File: config.mk
export PLATFORM = sky130hd
export DESIGN_NAME = two_class_age_ordered_queue
export DESIGN_NICKNAME = d
export VERILOG_FILES = /design/src/rtl/tcaq_pkg.sv /design/src/rtl/two_class_age_ordered_queue.sv /design/src/rtl/tcaq_ram.sv /design/src/rtl/tcaq_class_fifo.sv
export VERILOG_INCLUDE_DIRS = /design/src /design/src/rtl
export SDC_FILE = /design/constraint.sdc
export NUM_CORES = 2
export LEC_CHECK = 0
export BUFFER_PORTS_ARGS = -buffer_cell sky130_fd_sc_hd__buf_2
export CAP_MARGIN = 10
export CORE_AREA = 2 2 544 546
export CTS_CLUSTER_DIAMETER = 150
export DETAILED_ROUTE_END_ITERATION = 10
export DIE_AREA = 0 0 546 548
export GPL_ROUTABILITY_DRIVEN = 0
export PLACE_DENSITY = 0.49
export SLEW_MARGIN = 20
export SYNTH_ARGS = -nofsm -noshare
export SYNTH_HDL_FRONTEND = slang
export SYNTH_SLANG_ARGS = --single-unit
export TNS_END_PERCENT = 50
File: constraint.sdc
create_clock -name clk -period 11.1 [get_ports clk]
set_input_delay 2.22 -clock clk [delete_from_list [all_inputs] [get_ports clk]]
set_output_delay 2.22 -clock clk [all_outputs]
set_load 0.02 [all_outputs]
File: src/rtl/two_class_age_ordered_queue_macros.svh
// Assertion macros shared by the queue RTL.
`ifndef TWO_CLASS_AGE_ORDERED_QUEUE_MACROS_SVH
`define TWO_CLASS_AGE_ORDERED_QUEUE_MACROS_SVH

// Same-cycle implication under the asynchronous reset.
`define TCAQ_ASSERT_NOW(label, clk, rst_n, ante, cons, msg) \
	label: assert property (@(posedge clk) disable iff (!rst_n) (ante) |-> (cons)) \
		else $error(msg);

// Next-cycle implication under the asynchronous reset.
`define TCAQ_ASSERT_NEXT(label, clk, rst_n, ante, cons, msg) \
	label: assert property (@(posedge clk) disable iff (!rst_n) (ante) |=> (cons)) \
		else $error(msg);

`endif

File: src/rtl/tcaq_pkg.sv
// Shared types and codes for the two-class age-ordered queue.
package tcaq_pkg;

	typedef enum logic [1:0] {
		MODE_ADD      = 2'd0,
		MODE_POLL_ANY = 2'd1,
		MODE_POLL_C0  = 2'd2,
		MODE_POLL_C1  = 2'd3
	} mode_t;

	typedef logic [1:0] status_t;
	localparam status_t STATUS_OK    = 2'd0;
	localparam status_t STATUS_EMPTY = 2'd1;
	localparam status_t STATUS_FULL  = 2'd2;

	localparam logic CLASS_DOG = 1'b0;
	localparam logic CLASS_CAT = 1'b1;

	// Queue control, per class
	typedef struct packed {
		logic push;
		logic pop;
	} q_ctl_t;

	// Queue status, per class
	typedef struct packed {
		logic empty;
		logic full;
		logic one;
	} q_stat_t;

endpackage

File: src/rtl/two_class_age_ordered_queue.sv
// Two-class age-ordered queue: top level with input stage, arbitration and result register.
//
// Usage:
//   Slave channel s_*: one beat is one operation. s_tuser carries the mode
//   (add, poll oldest of either class, poll class 0, poll class 1) and the
//   class of an added item; s_tdata carries the handle to store.
//   Master channel m_*: exactly one result beat per operation, in order.
//   m_tdata carries the polled handle (zero if none), m_tuser the status,
//   the polled class and the three emptiness flags after the operation.
//   An accepted beat moves from the input stage to the result register,
//   which drives m_tvalid. Throughput: one operation per cycle unless the
//   receiver stalls; each operation touches only the two queue heads,
//   tails and the arrival counter; each class RAM sees one write and one read per cycle.
//   Age between the class heads is the wrap-aware difference of their
//   arrival stamps; equal stamps favour class 1.
//   Reset empties both queues and clears the arrival counter; RAM contents
//   are not cleared and no clearing pass is needed.
//   If the receiver stalls, the result register holds its beat and the
//   input stage takes one more beat before s_tready falls.
`include "two_class_age_ordered_queue_macros.svh"

module two_class_age_ordered_queue #(
	parameter int QUEUE_DEPTH = 16,
	parameter int HANDLE_BITS = 16,
	parameter int SEQ_BITS    = 32
) (
	input  logic                                  clk,
	input  logic                                  arst_n,
	input  logic                                  s_tvalid,
	output logic                                  s_tready,
	input  logic [((HANDLE_BITS+7)/8)*8-1:0]      s_tdata,  // item_handle
	input  logic [2:0]                            s_tuser,  // mode[1:0], item_class
	output logic                                  m_tvalid,
	input  logic                                  m_tready,
	output logic [((HANDLE_BITS+7)/8)*8-1:0]      m_tdata,  // out_handle
	output logic [5:0]                            m_tuser   // status[1:0], out_class,
	                                                        // all_empty, class0_empty,
	                                                        // class1_empty
);
	import tcaq_pkg::*;

	localparam int TDATA_W = ((HANDLE_BITS + 7) / 8) * 8;
	localparam int ENTRY_W = HANDLE_BITS + SEQ_BITS;

	logic                   v_s1;
	mode_t                  mode_s1;
	logic                   cls_s1;
	logic [HANDLE_BITS-1:0] handle_s1;

	logic                   m_tvalid_q;
	logic [HANDLE_BITS-1:0] out_handle_q;
	logic [5:0]             m_tuser_q;
	logic [SEQ_BITS-1:0]    seq_q;

	logic                   out_free;
	logic                   adv;
	logic                   accept;

	q_ctl_t                 ctl0, ctl1;
	q_stat_t                st0, st1;
	logic [ENTRY_W-1:0]     head0, head1;
	logic [ENTRY_W-1:0]     wentry;
	logic [SEQ_BITS-1:0]    age_diff;

	logic                   take0, take1;
	status_t                status;
	logic [HANDLE_BITS-1:0] res_handle;
	logic                   res_class;
	logic                   empty0_after, empty1_after;

	assign out_free = !m_tvalid_q || m_tready;
	assign adv      = v_s1 && out_free;
	assign s_tready = !v_s1 || out_free;
	assign accept   = s_tvalid && s_tready;

	assign wentry   = {seq_q, handle_s1};

	tcaq_class_fifo #(
		.DEPTH(QUEUE_DEPTH),
		.WIDTH(ENTRY_W)
	) u_q0 (
		.clk       (clk),
		.arst_n    (arst_n),
		.ctl       (ctl0),
		.wdata     (wentry),
		.head_entry(head0),
		.stat      (st0)
	);

	tcaq_class_fifo #(
		.DEPTH(QUEUE_DEPTH),
		.WIDTH(ENTRY_W)
	) u_q1 (
		.clk       (clk),
		.arst_n    (arst_n),
		.ctl       (ctl1),
		.wdata     (wentry),
		.head_entry(head1),
		.stat      (st1)
	);

	assign age_diff = head0[ENTRY_W-1:HANDLE_BITS] - head1[ENTRY_W-1:HANDLE_BITS];

	always_comb begin
		take0     = 1'b0;
		take1     = 1'b0;
		ctl0.push = 1'b0;
		ctl1.push = 1'b0;
		status    = STATUS_OK;
		unique case (mode_s1)
			MODE_ADD: begin
				if (cls_s1 == CLASS_CAT) begin
					ctl1.push = adv && !st1.full;
					status    = st1.full ? STATUS_FULL : STATUS_OK;
				end else begin
					ctl0.push = adv && !st0.full;
					status    = st0.full ? STATUS_FULL : STATUS_OK;
				end
			end
			MODE_POLL_ANY: begin
				if (!st0.empty && !st1.empty) begin
					take0 = age_diff[SEQ_BITS-1];
					take1 = !age_diff[SEQ_BITS-1];
				end else begin
					take0 = !st0.empty;
					take1 = !st1.empty;
				end
			end
			MODE_POLL_C0: take0 = !st0.empty;
			MODE_POLL_C1: take1 = !st1.empty;
			default: ;
		endcase
		if (mode_s1 != MODE_ADD && !take0 && !take1) begin
			status = STATUS_EMPTY;
		end
		ctl0.pop = adv && take0;
		ctl1.pop = adv && take1;
	end

	assign res_handle   = take0 ? head0[HANDLE_BITS-1:0] :
	                      take1 ? head1[HANDLE_BITS-1:0] : '0;
	assign res_class    = take1 ? CLASS_CAT : CLASS_DOG;
	assign empty0_after = (st0.empty && !ctl0.push) || (st0.one && take0);
	assign empty1_after = (st1.empty && !ctl1.push) || (st1.one && take1);

	always_ff @(posedge clk or negedge arst_n) begin
		if (!arst_n) begin
			v_s1       <= 1'b0;
			m_tvalid_q <= 1'b0;
			seq_q      <= '0;
		end else begin
			if (accept) begin
				v_s1 <= 1'b1;
			end else if (adv) begin
				v_s1 <= 1'b0;
			end
			if (adv) begin
				m_tvalid_q <= 1'b1;
			end else if (m_tready) begin
				m_tvalid_q <= 1'b0;
			end
			if (ctl0.push || ctl1.push) begin
				seq_q <= seq_q + SEQ_BITS'(1);
			end
		end
	end

	always_ff @(posedge clk) begin
		if (accept) begin
			mode_s1   <= mode_t'(s_tuser[1:0]);
			cls_s1    <= s_tuser[2];
			handle_s1 <= s_tdata[HANDLE_BITS-1:0];
		end
		if (adv) begin
			out_handle_q <= res_handle;
			m_tuser_q    <= {empty1_after, empty0_after, empty0_after && empty1_after,
			                 res_class, status};
		end
	end

	assign m_tvalid = m_tvalid_q;
	assign m_tdata  = TDATA_W'(out_handle_q);
	assign m_tuser  = m_tuser_q;

	`TCAQ_ASSERT_NOW(a_one_pop, clk, arst_n, 1'b1, !(ctl0.pop && ctl1.pop),
		"both classes popped on one beat")
	`TCAQ_ASSERT_NOW(a_no_push_pop, clk, arst_n, ctl0.push || ctl1.push,
		!ctl0.pop && !ctl1.pop, "push and pop on one beat")
	`TCAQ_ASSERT_NEXT(a_seq_step, clk, arst_n, ctl0.push || ctl1.push,
		seq_q == $past(seq_q) + SEQ_BITS'(1), "arrival counter did not advance")
	`TCAQ_ASSERT_NEXT(a_full_keeps_seq, clk, arst_n, adv && status == STATUS_FULL,
		seq_q == $past(seq_q), "rejected add advanced the counter")

endmodule

File: src/rtl/tcaq_ram.sv
// Generic single-write, single-read RAM with registered read data.
module tcaq_ram #(
	parameter int WIDTH = 48,
	parameter int DEPTH = 16
) (
	input  logic                     clk,
	input  logic                     we,
	input  logic [$clog2(DEPTH)-1:0] waddr,
	input  logic [WIDTH-1:0]         wdata,
	input  logic [$clog2(DEPTH)-1:0] raddr,
	output logic [WIDTH-1:0]         rdata
);

	logic [WIDTH-1:0] mem [DEPTH];

	always_ff @(posedge clk) begin
		if (we) begin
			mem[waddr] <= wdata;
		end
		rdata <= mem[raddr];
	end

endmodule

File: src/rtl/tcaq_class_fifo.sv
// One class queue: RAM-backed FIFO that always presents its head entry.
`include "two_class_age_ordered_queue_macros.svh"

module tcaq_class_fifo #(
	parameter int DEPTH = 16,
	parameter int WIDTH = 48
) (
	input  logic              clk,
	input  logic              arst_n,
	input  tcaq_pkg::q_ctl_t  ctl,
	input  logic [WIDTH-1:0]  wdata,
	output logic [WIDTH-1:0]  head_entry,
	output tcaq_pkg::q_stat_t stat
);
	import tcaq_pkg::*;

	localparam int IW = $clog2(DEPTH);
	localparam int CW = $clog2(DEPTH + 1);

	logic [IW-1:0]    head_q;
	logic [IW-1:0]    tail_q;
	logic [CW-1:0]    fill_q;
	logic [IW-1:0]    head_d;
	logic             do_push;
	logic             do_pop;
	logic [WIDTH-1:0] rdata;
	logic             byp_q;
	logic [WIDTH-1:0] byp_data_q;

	function automatic logic [IW-1:0] ptr_inc(input logic [IW-1:0] p);
		return (p == IW'(DEPTH - 1)) ? '0 : p + IW'(1);
	endfunction

	assign stat.empty = (fill_q == '0);
	assign stat.full  = (fill_q == CW'(DEPTH));
	assign stat.one   = (fill_q == CW'(1));

	assign do_push = ctl.push && !stat.full;
	assign do_pop  = ctl.pop && !stat.empty;
	assign head_d  = do_pop ? ptr_inc(head_q) : head_q;

	// Read address tracks the next head; a write landing there is bypassed
	tcaq_ram #(
		.WIDTH(WIDTH),
		.DEPTH(DEPTH)
	) u_ram (
		.clk  (clk),
		.we   (do_push),
		.waddr(tail_q),
		.wdata(wdata),
		.raddr(head_d),
		.rdata(rdata)
	);

	assign head_entry = byp_q ? byp_data_q : rdata;

	always_ff @(posedge clk or negedge arst_n) begin
		if (!arst_n) begin
			head_q <= '0;
			tail_q <= '0;
			fill_q <= '0;
			byp_q  <= 1'b0;
		end else begin
			head_q <= head_d;
			byp_q  <= do_push && (tail_q == head_d);
			if (do_push) begin
				tail_q <= ptr_inc(tail_q);
			end
			if (do_push && !do_pop) begin
				fill_q <= fill_q + CW'(1);
			end else if (do_pop && !do_push) begin
				fill_q <= fill_q - CW'(1);
			end
		end
	end

	always_ff @(posedge clk) begin
		byp_data_q <= wdata;
	end

	`TCAQ_ASSERT_NOW(a_fill_bound, clk, arst_n, 1'b1, fill_q <= CW'(DEPTH), "fill over depth")
	`TCAQ_ASSERT_NEXT(a_full_hold, clk, arst_n, stat.full && ctl.push && !ctl.pop,
		fill_q == $past(fill_q), "push into full queue changed fill")
	`TCAQ_ASSERT_NEXT(a_pop_head, clk, arst_n, do_pop && !do_push,
		head_q != $past(head_q) || DEPTH == 1, "pop did not advance head")

endmodule
==> results.env <==
MET2_WIRELENGTH_UM=96000
CTSROOTBUFFERMASTER='sky130_fd_sc_hd__clkbuf_16'
POST-ROUTE-MIN-PERIOD_NS=7.27
CRIT_PATH_CELL_TRACE='mux2_2, ha_1, and3_1, a221o_1, a211oi_2, a221oi_1, or3b_4, a211o_4, nand2_4, mux2i_4, buf_12, buf_4, mux4_2, nand2_1, o211ai_2'
HOLD_START='v_s1$_DFFE_PN0P_'
ROUTE.DETAILED.VIAS_PER_INST=4.65
DP_HPWL_UM=115000
IRDROPWORSTVDD_mV=0.263
CP_DATA_ARRIVAL_TIME_NS=7.97
PLACEMENTROWS=199
COREAREA_MM2=0.293
POST-PLACE-CELLS=8421
DETAIL_ROUTE.WL_PER_CELL_UM=23.3
SLOWEST_STAGE_DELAY_ON_CRITICAL_PATH_NS=1.02
GLOBALROUTETOTALUTIL_PCT=13.3
DR.FIRST_ITER.DRC_COUNT=3275
NUMBER_OF_ANTENNA_VIOLATIONS_AT_THE_FIRST_CHECK_IN_GLOBAL_ROUTING=5
CPMAXSTAGEDELAYCELL='sky130_fd_sc_hd__dfrtp_4'
SETUP_WS_NS=3.83
DIE_H_UM=548
OUTCOME='completed'
NUMBER_OF_CTS_INSERTED_BUFFERS=187
GRT_REMAINING_OVERFLOW=0
YOSYS_MOST_USED_DFF='sky130_fd_sc_hd__edfxtp_1'
HTREEDEPTH=4
EFFECTIVE_UTILIZATION_AT_FLOORPLAN_PCT=24.9
YS_ASYNC_SR_FRACTION_PCT=3.48
MAXCLOCKFREQUENCY_GHz=0.137
WORST_HOLD_PATH.ENDPOINT='m_tvalid$_DFFE_PN0P_'
WORST-ENDPOINT-REQUIRED_NS=11.80
SETUP.WORST_PATH.END_CLASS='flip-flop'
HIGHEST_LAYER='met5'
HOLD_CLASS='reg -> reg'
WORST-R2R-SETUP-SLACK_NS=3.83
TOP_FANOUT_VALUE_ON_THE_CRITICAL_PATH=114
CTS_POST_SETUP_BUFFERS_INSERTED=0
WORSTHOLDPATHCELLS=1
AREA_ADDED_BETWEEN_SYNTHESIS_AND_FINISH_PCT=15.3
CRIT-REG2REG-CAPTURE='u_q1.u_ram.rdata[33]$_DFF_P_'
SYNTH-EDFF-COUNT=1577
PORT_BUFFERS=46
MULTI_INPUT_AREA_MM2=0.0199
GRT_FIRST_PASS_WIRELENGTH_UM=295000
CTSRESIZECOUNT=0
WORST-PATH-BUF-INV=2
TIMING_MAX_TRANSITION_VIOLATIONS_FINAL=0
SETUP_VIOL=0
CAP_VIOLATIONS=0
DETAILROUTE.VIA_COUNT=40800
FINALSETUPTNS_NS=0
CTS_SINKS=1783
NETS=4777
CTS_TREE='built'
PRE_CTS_SLACK_NS=3.76
RSZ_0062_RAISED_AFTER_GLOBAL_ROUTING='false'
FINAL_WORST_PATH_PERIOD_SHARE_PCT=65.5
ROUTE.ANTENNA.REMAINING_NETS=0
REG2REGPATHDEPTH=15
WORST_SETUP_PATH_TYPE='reg -> reg'
ROUTE.LAYER.MET1.WL_UM=95300
GRT_PASS1_VIAS=40700
DRT_WL_TOTAL_UM=205000
RATIO_OF_CELLS_WITH_DRIVE_ABOVE_1_IN_THE_FINAL_LAYOUT_PCT=14.9
POST_SYNTH_INSTANCE_AREA_MM2=0.0730
TIMING.SLEW.HEADROOM_PCT=24.2
DESIGN.DIE.AREA_MM2=0.299
SYNTH.FF_LATCH_COUNT=1783
CELLLEAKAGEPOWER_nW=29.6
DR.PASS1.ITERS=6
CLK_PIN_SLEW_WORST_PATHS_NS=0.06
TIMING.CRITICAL_PATH.MAX_DELAY_FAMILY='compound AO/OA/AOI/OAI gates'
TIMING.FINAL.HOLD_VIOLATIONS=0
DIE_X_UM=546
CTS_HOLD_REPAIR.BUFFERS=0
REGAREA_MM2=0.0518
FILL_CELLS=29200
TOP_LEVEL_PORTS=47
SYNTH.YOSYS.WARNINGS=0
TIMING.RR.START='u_q0.byp_q$_DFF_PN0_'
SYNTH.NET_COUNT=4745
LAYOUTNONFILLERINSTCOUNT=8788
GRT_START_MAX_NET_PINS=123
DRT_DRC_VIOLATIONS_LEFT=0
FIN_SKEW_NS=0.0415
CTS_MAX_PATH_BUFFERS=3
SUM_OF_MET3_WIRE_SEGMENT_LENGTHS_AFTER_DETAILED_ROUTING_UM=9480
POWER.DENSITY_mW_PER_MM2=246
SYNTH_SEQUENTIAL_AREA_RATIO_PCT=71.0
CRIT_PATH_START_KIND='flip-flop'
TRANSITION_TIME_AT_THE_PIN_WITH_THE_LEAST_SLEW_MARGIN_NS=1.14
NETLIST-CELL-TYPE-COUNT=67
CLOCK_INSERTION_DELAY_WORST_SKEW_NS=0.84
SYNTH_CELLS=4668
POST_SYNTH.CELL_AREA_AVG_UM2=15.6
state kept, by name, indices dropped and copies added (netlist names):
name	flops
u_q1.fill_q	5
u_q1.u_ram.rdata	48
v_s1	1
m_tuser	6
u_q0.byp_q	1
u_q0.fill_q	5
mode_s1	2
u_q0.u_ram.mem	768
u_q1.u_ram.mem	768
u_q1.head_q	4
u_q0.tail_q	4
u_q1.byp_data_q	48
u_q0.head_q	4
u_q1.byp_q	1
m_tvalid	1
u_q0.u_ram.rdata	48
handle_s1	16
seq_q	32
cls_s1	1
u_q1.tail_q	4
m_tdata	16
report_power, final:
| part | switching (mW) | internal, mW | total [mW] |
|---|---|---|---|
| clock network | 2.66 | 3.68 | 6.34 |
| registers | 0.377 | 7.67 | 8.05 |
| logic | 4.03 | 2.29 | 6.33 |
stage by stage:
step	util, %	area, um2	hold slack (ns)	power [mW]
3_5_place_dp	26.5	77800	0.484	14.6
4_1_cts	28.7	84000	0.496	20.9
6_report	28.7	84200	0.502	20.7
5_1_grt	28.7	84200	0.524	21.6
3_3_place_gp	26.5	77700	0.463	14.5
2_1_floorplan	-	73000	0.449	12.5
layout make-up:
cell class | count | share of cell area, %
clock inverters | 98 | 1.18
repair buffers | 151 | 1.43
inverters | 24 | 0.122
flip-flops and latches | 1783 | 61.6
multi-input cells | 2553 | 23.6
clock buffers | 255 | 6.21
well taps | 3919 | 5.83
diodes | 5 | 0.0149
placed cells by master, fill, tap and decap left out, drive strengths merged, types with 9 or more instances in the layout:
master / netlist / final
dfrtp: 62 / 62
nand2b: 194 / 194
mux4: 49 / 49
nor3: 9 / 9
nand4: 10 / 10
edfxtp: 1577 / 1577
o211ai: 47 / 47
nor2: 36 / 36
nand2: 482 / 482
mux2i: 627 / 627
a32oi: 95 / 95
buf: 104 / 151
and2: 30 / 30
a21oi: 112 / 112
dfxtp: 144 / 144
and3: 106 / 106
o21ai: 35 / 35
mux2: 96 / 96
clkbuf: 201 / 255
clkinv: 2 / 73
bufinv: 0 / 16
nand3: 183 / 183
xor2: 19 / 19
xnor2: 34 / 34
a311oi: 94 / 94
a211o: 95 / 95
ha: 54 / 54
a211oi: 98 / 98
inv: 22 / 31
layer usage:
| layer | track usage [%] | up-vias |
|---|---|---|
| li1 | - | 18200 |
| met1 | 18.4 | 21400 |
| met2 | 21.8 | 981 |
| met3 | 2.10 | 263 |
| met4 | 3.28 | 2 |
| met5 | 0 | - |
how the worst max path moves through the flow:
stage | startpoint | endpoint | slack, ns | cells after the start
after global placement | u_q0.byp_q$_DFF_PN0_ | u_q1.u_ram.rdata[31]$_DFF_P_ | 3.40 | 16
after CTS | u_q0.byp_q$_DFF_PN0_ | u_q1.u_ram.rdata[33]$_DFF_P_ | 3.78 | 15
after floorplan | m_tready | u_q0.u_ram.mem[15][0]$_DFFE_PP_ | 4.97 | 5
after detailed placement | u_q0.byp_q$_DFF_PN0_ | u_q1.u_ram.rdata[33]$_DFF_P_ | 3.76 | 15
after global routing | u_q0.byp_q$_DFF_PN0_ | u_q1.u_ram.rdata[33]$_DFF_P_ | 3.50 | 15
final | u_q0.byp_q$_DFF_PN0_ | u_q1.u_ram.rdata[33]$_DFF_P_ | 3.83 | 15
cell families (layout without fill, tap and decap cells):
family | Yosys count | in the layout | synth area share (%)
flops | 1783 | 1783 | 71.0
simple gates | 1075 | 1075 | 7.18
mux | 772 | 772 | 11.6
compound gates | 599 | 599 | 6.54
buf+inv | 332 | 528 | 2.15
fa+ha+maj | 54 | 54 | 0.926
xor+xnor | 53 | 53 | 0.636
other cells | 0 | 5 | 0
synthesized netlist by cell type, types with 15 or more instances:
| library cell | number | area [um2] |
|---|---|---|
| sky130_fd_sc_hd__dfxtp_1 | 144 | 2880 |
| sky130_fd_sc_hd__nand2b_1 | 194 | 1210 |
| sky130_fd_sc_hd__and3_1 | 106 | 663 |
| sky130_fd_sc_hd__a211o_1 | 95 | 832 |
| sky130_fd_sc_hd__buf_1 | 16 | 60.1 |
| sky130_fd_sc_hd__mux4_2 | 49 | 1100 |
| sky130_fd_sc_hd__nand3_1 | 182 | 911 |
| sky130_fd_sc_hd__clkbuf_1 | 201 | 754 |
| sky130_fd_sc_hd__xnor2_1 | 34 | 298 |
| sky130_fd_sc_hd__o21ai_0 | 34 | 170 |
| sky130_fd_sc_hd__nor2_1 | 36 | 135 |
| sky130_fd_sc_hd__mux2i_1 | 627 | 6280 |
| sky130_fd_sc_hd__o211ai_2 | 47 | 588 |
| sky130_fd_sc_hd__a32oi_1 | 95 | 832 |
| sky130_fd_sc_hd__dfrtp_1 | 62 | 1550 |
| sky130_fd_sc_hd__and2_1 | 30 | 188 |
| sky130_fd_sc_hd__edfxtp_1 | 1577 | 47400 |
| sky130_fd_sc_hd__a211oi_1 | 96 | 721 |
| sky130_fd_sc_hd__xor2_1 | 19 | 166 |
| sky130_fd_sc_hd__a21oi_1 | 111 | 556 |
| sky130_fd_sc_hd__mux2_2 | 96 | 1080 |
| sky130_fd_sc_hd__nand2_1 | 481 | 1810 |
| sky130_fd_sc_hd__buf_6 | 15 | 169 |
| sky130_fd_sc_hd__inv_1 | 18 | 67.6 |
| sky130_fd_sc_hd__buf_2 | 60 | 300 |
| sky130_fd_sc_hd__a311oi_1 | 94 | 823 |
| sky130_fd_sc_hd__ha_1 | 54 | 676 |
(Power assumes the default switching activity.)
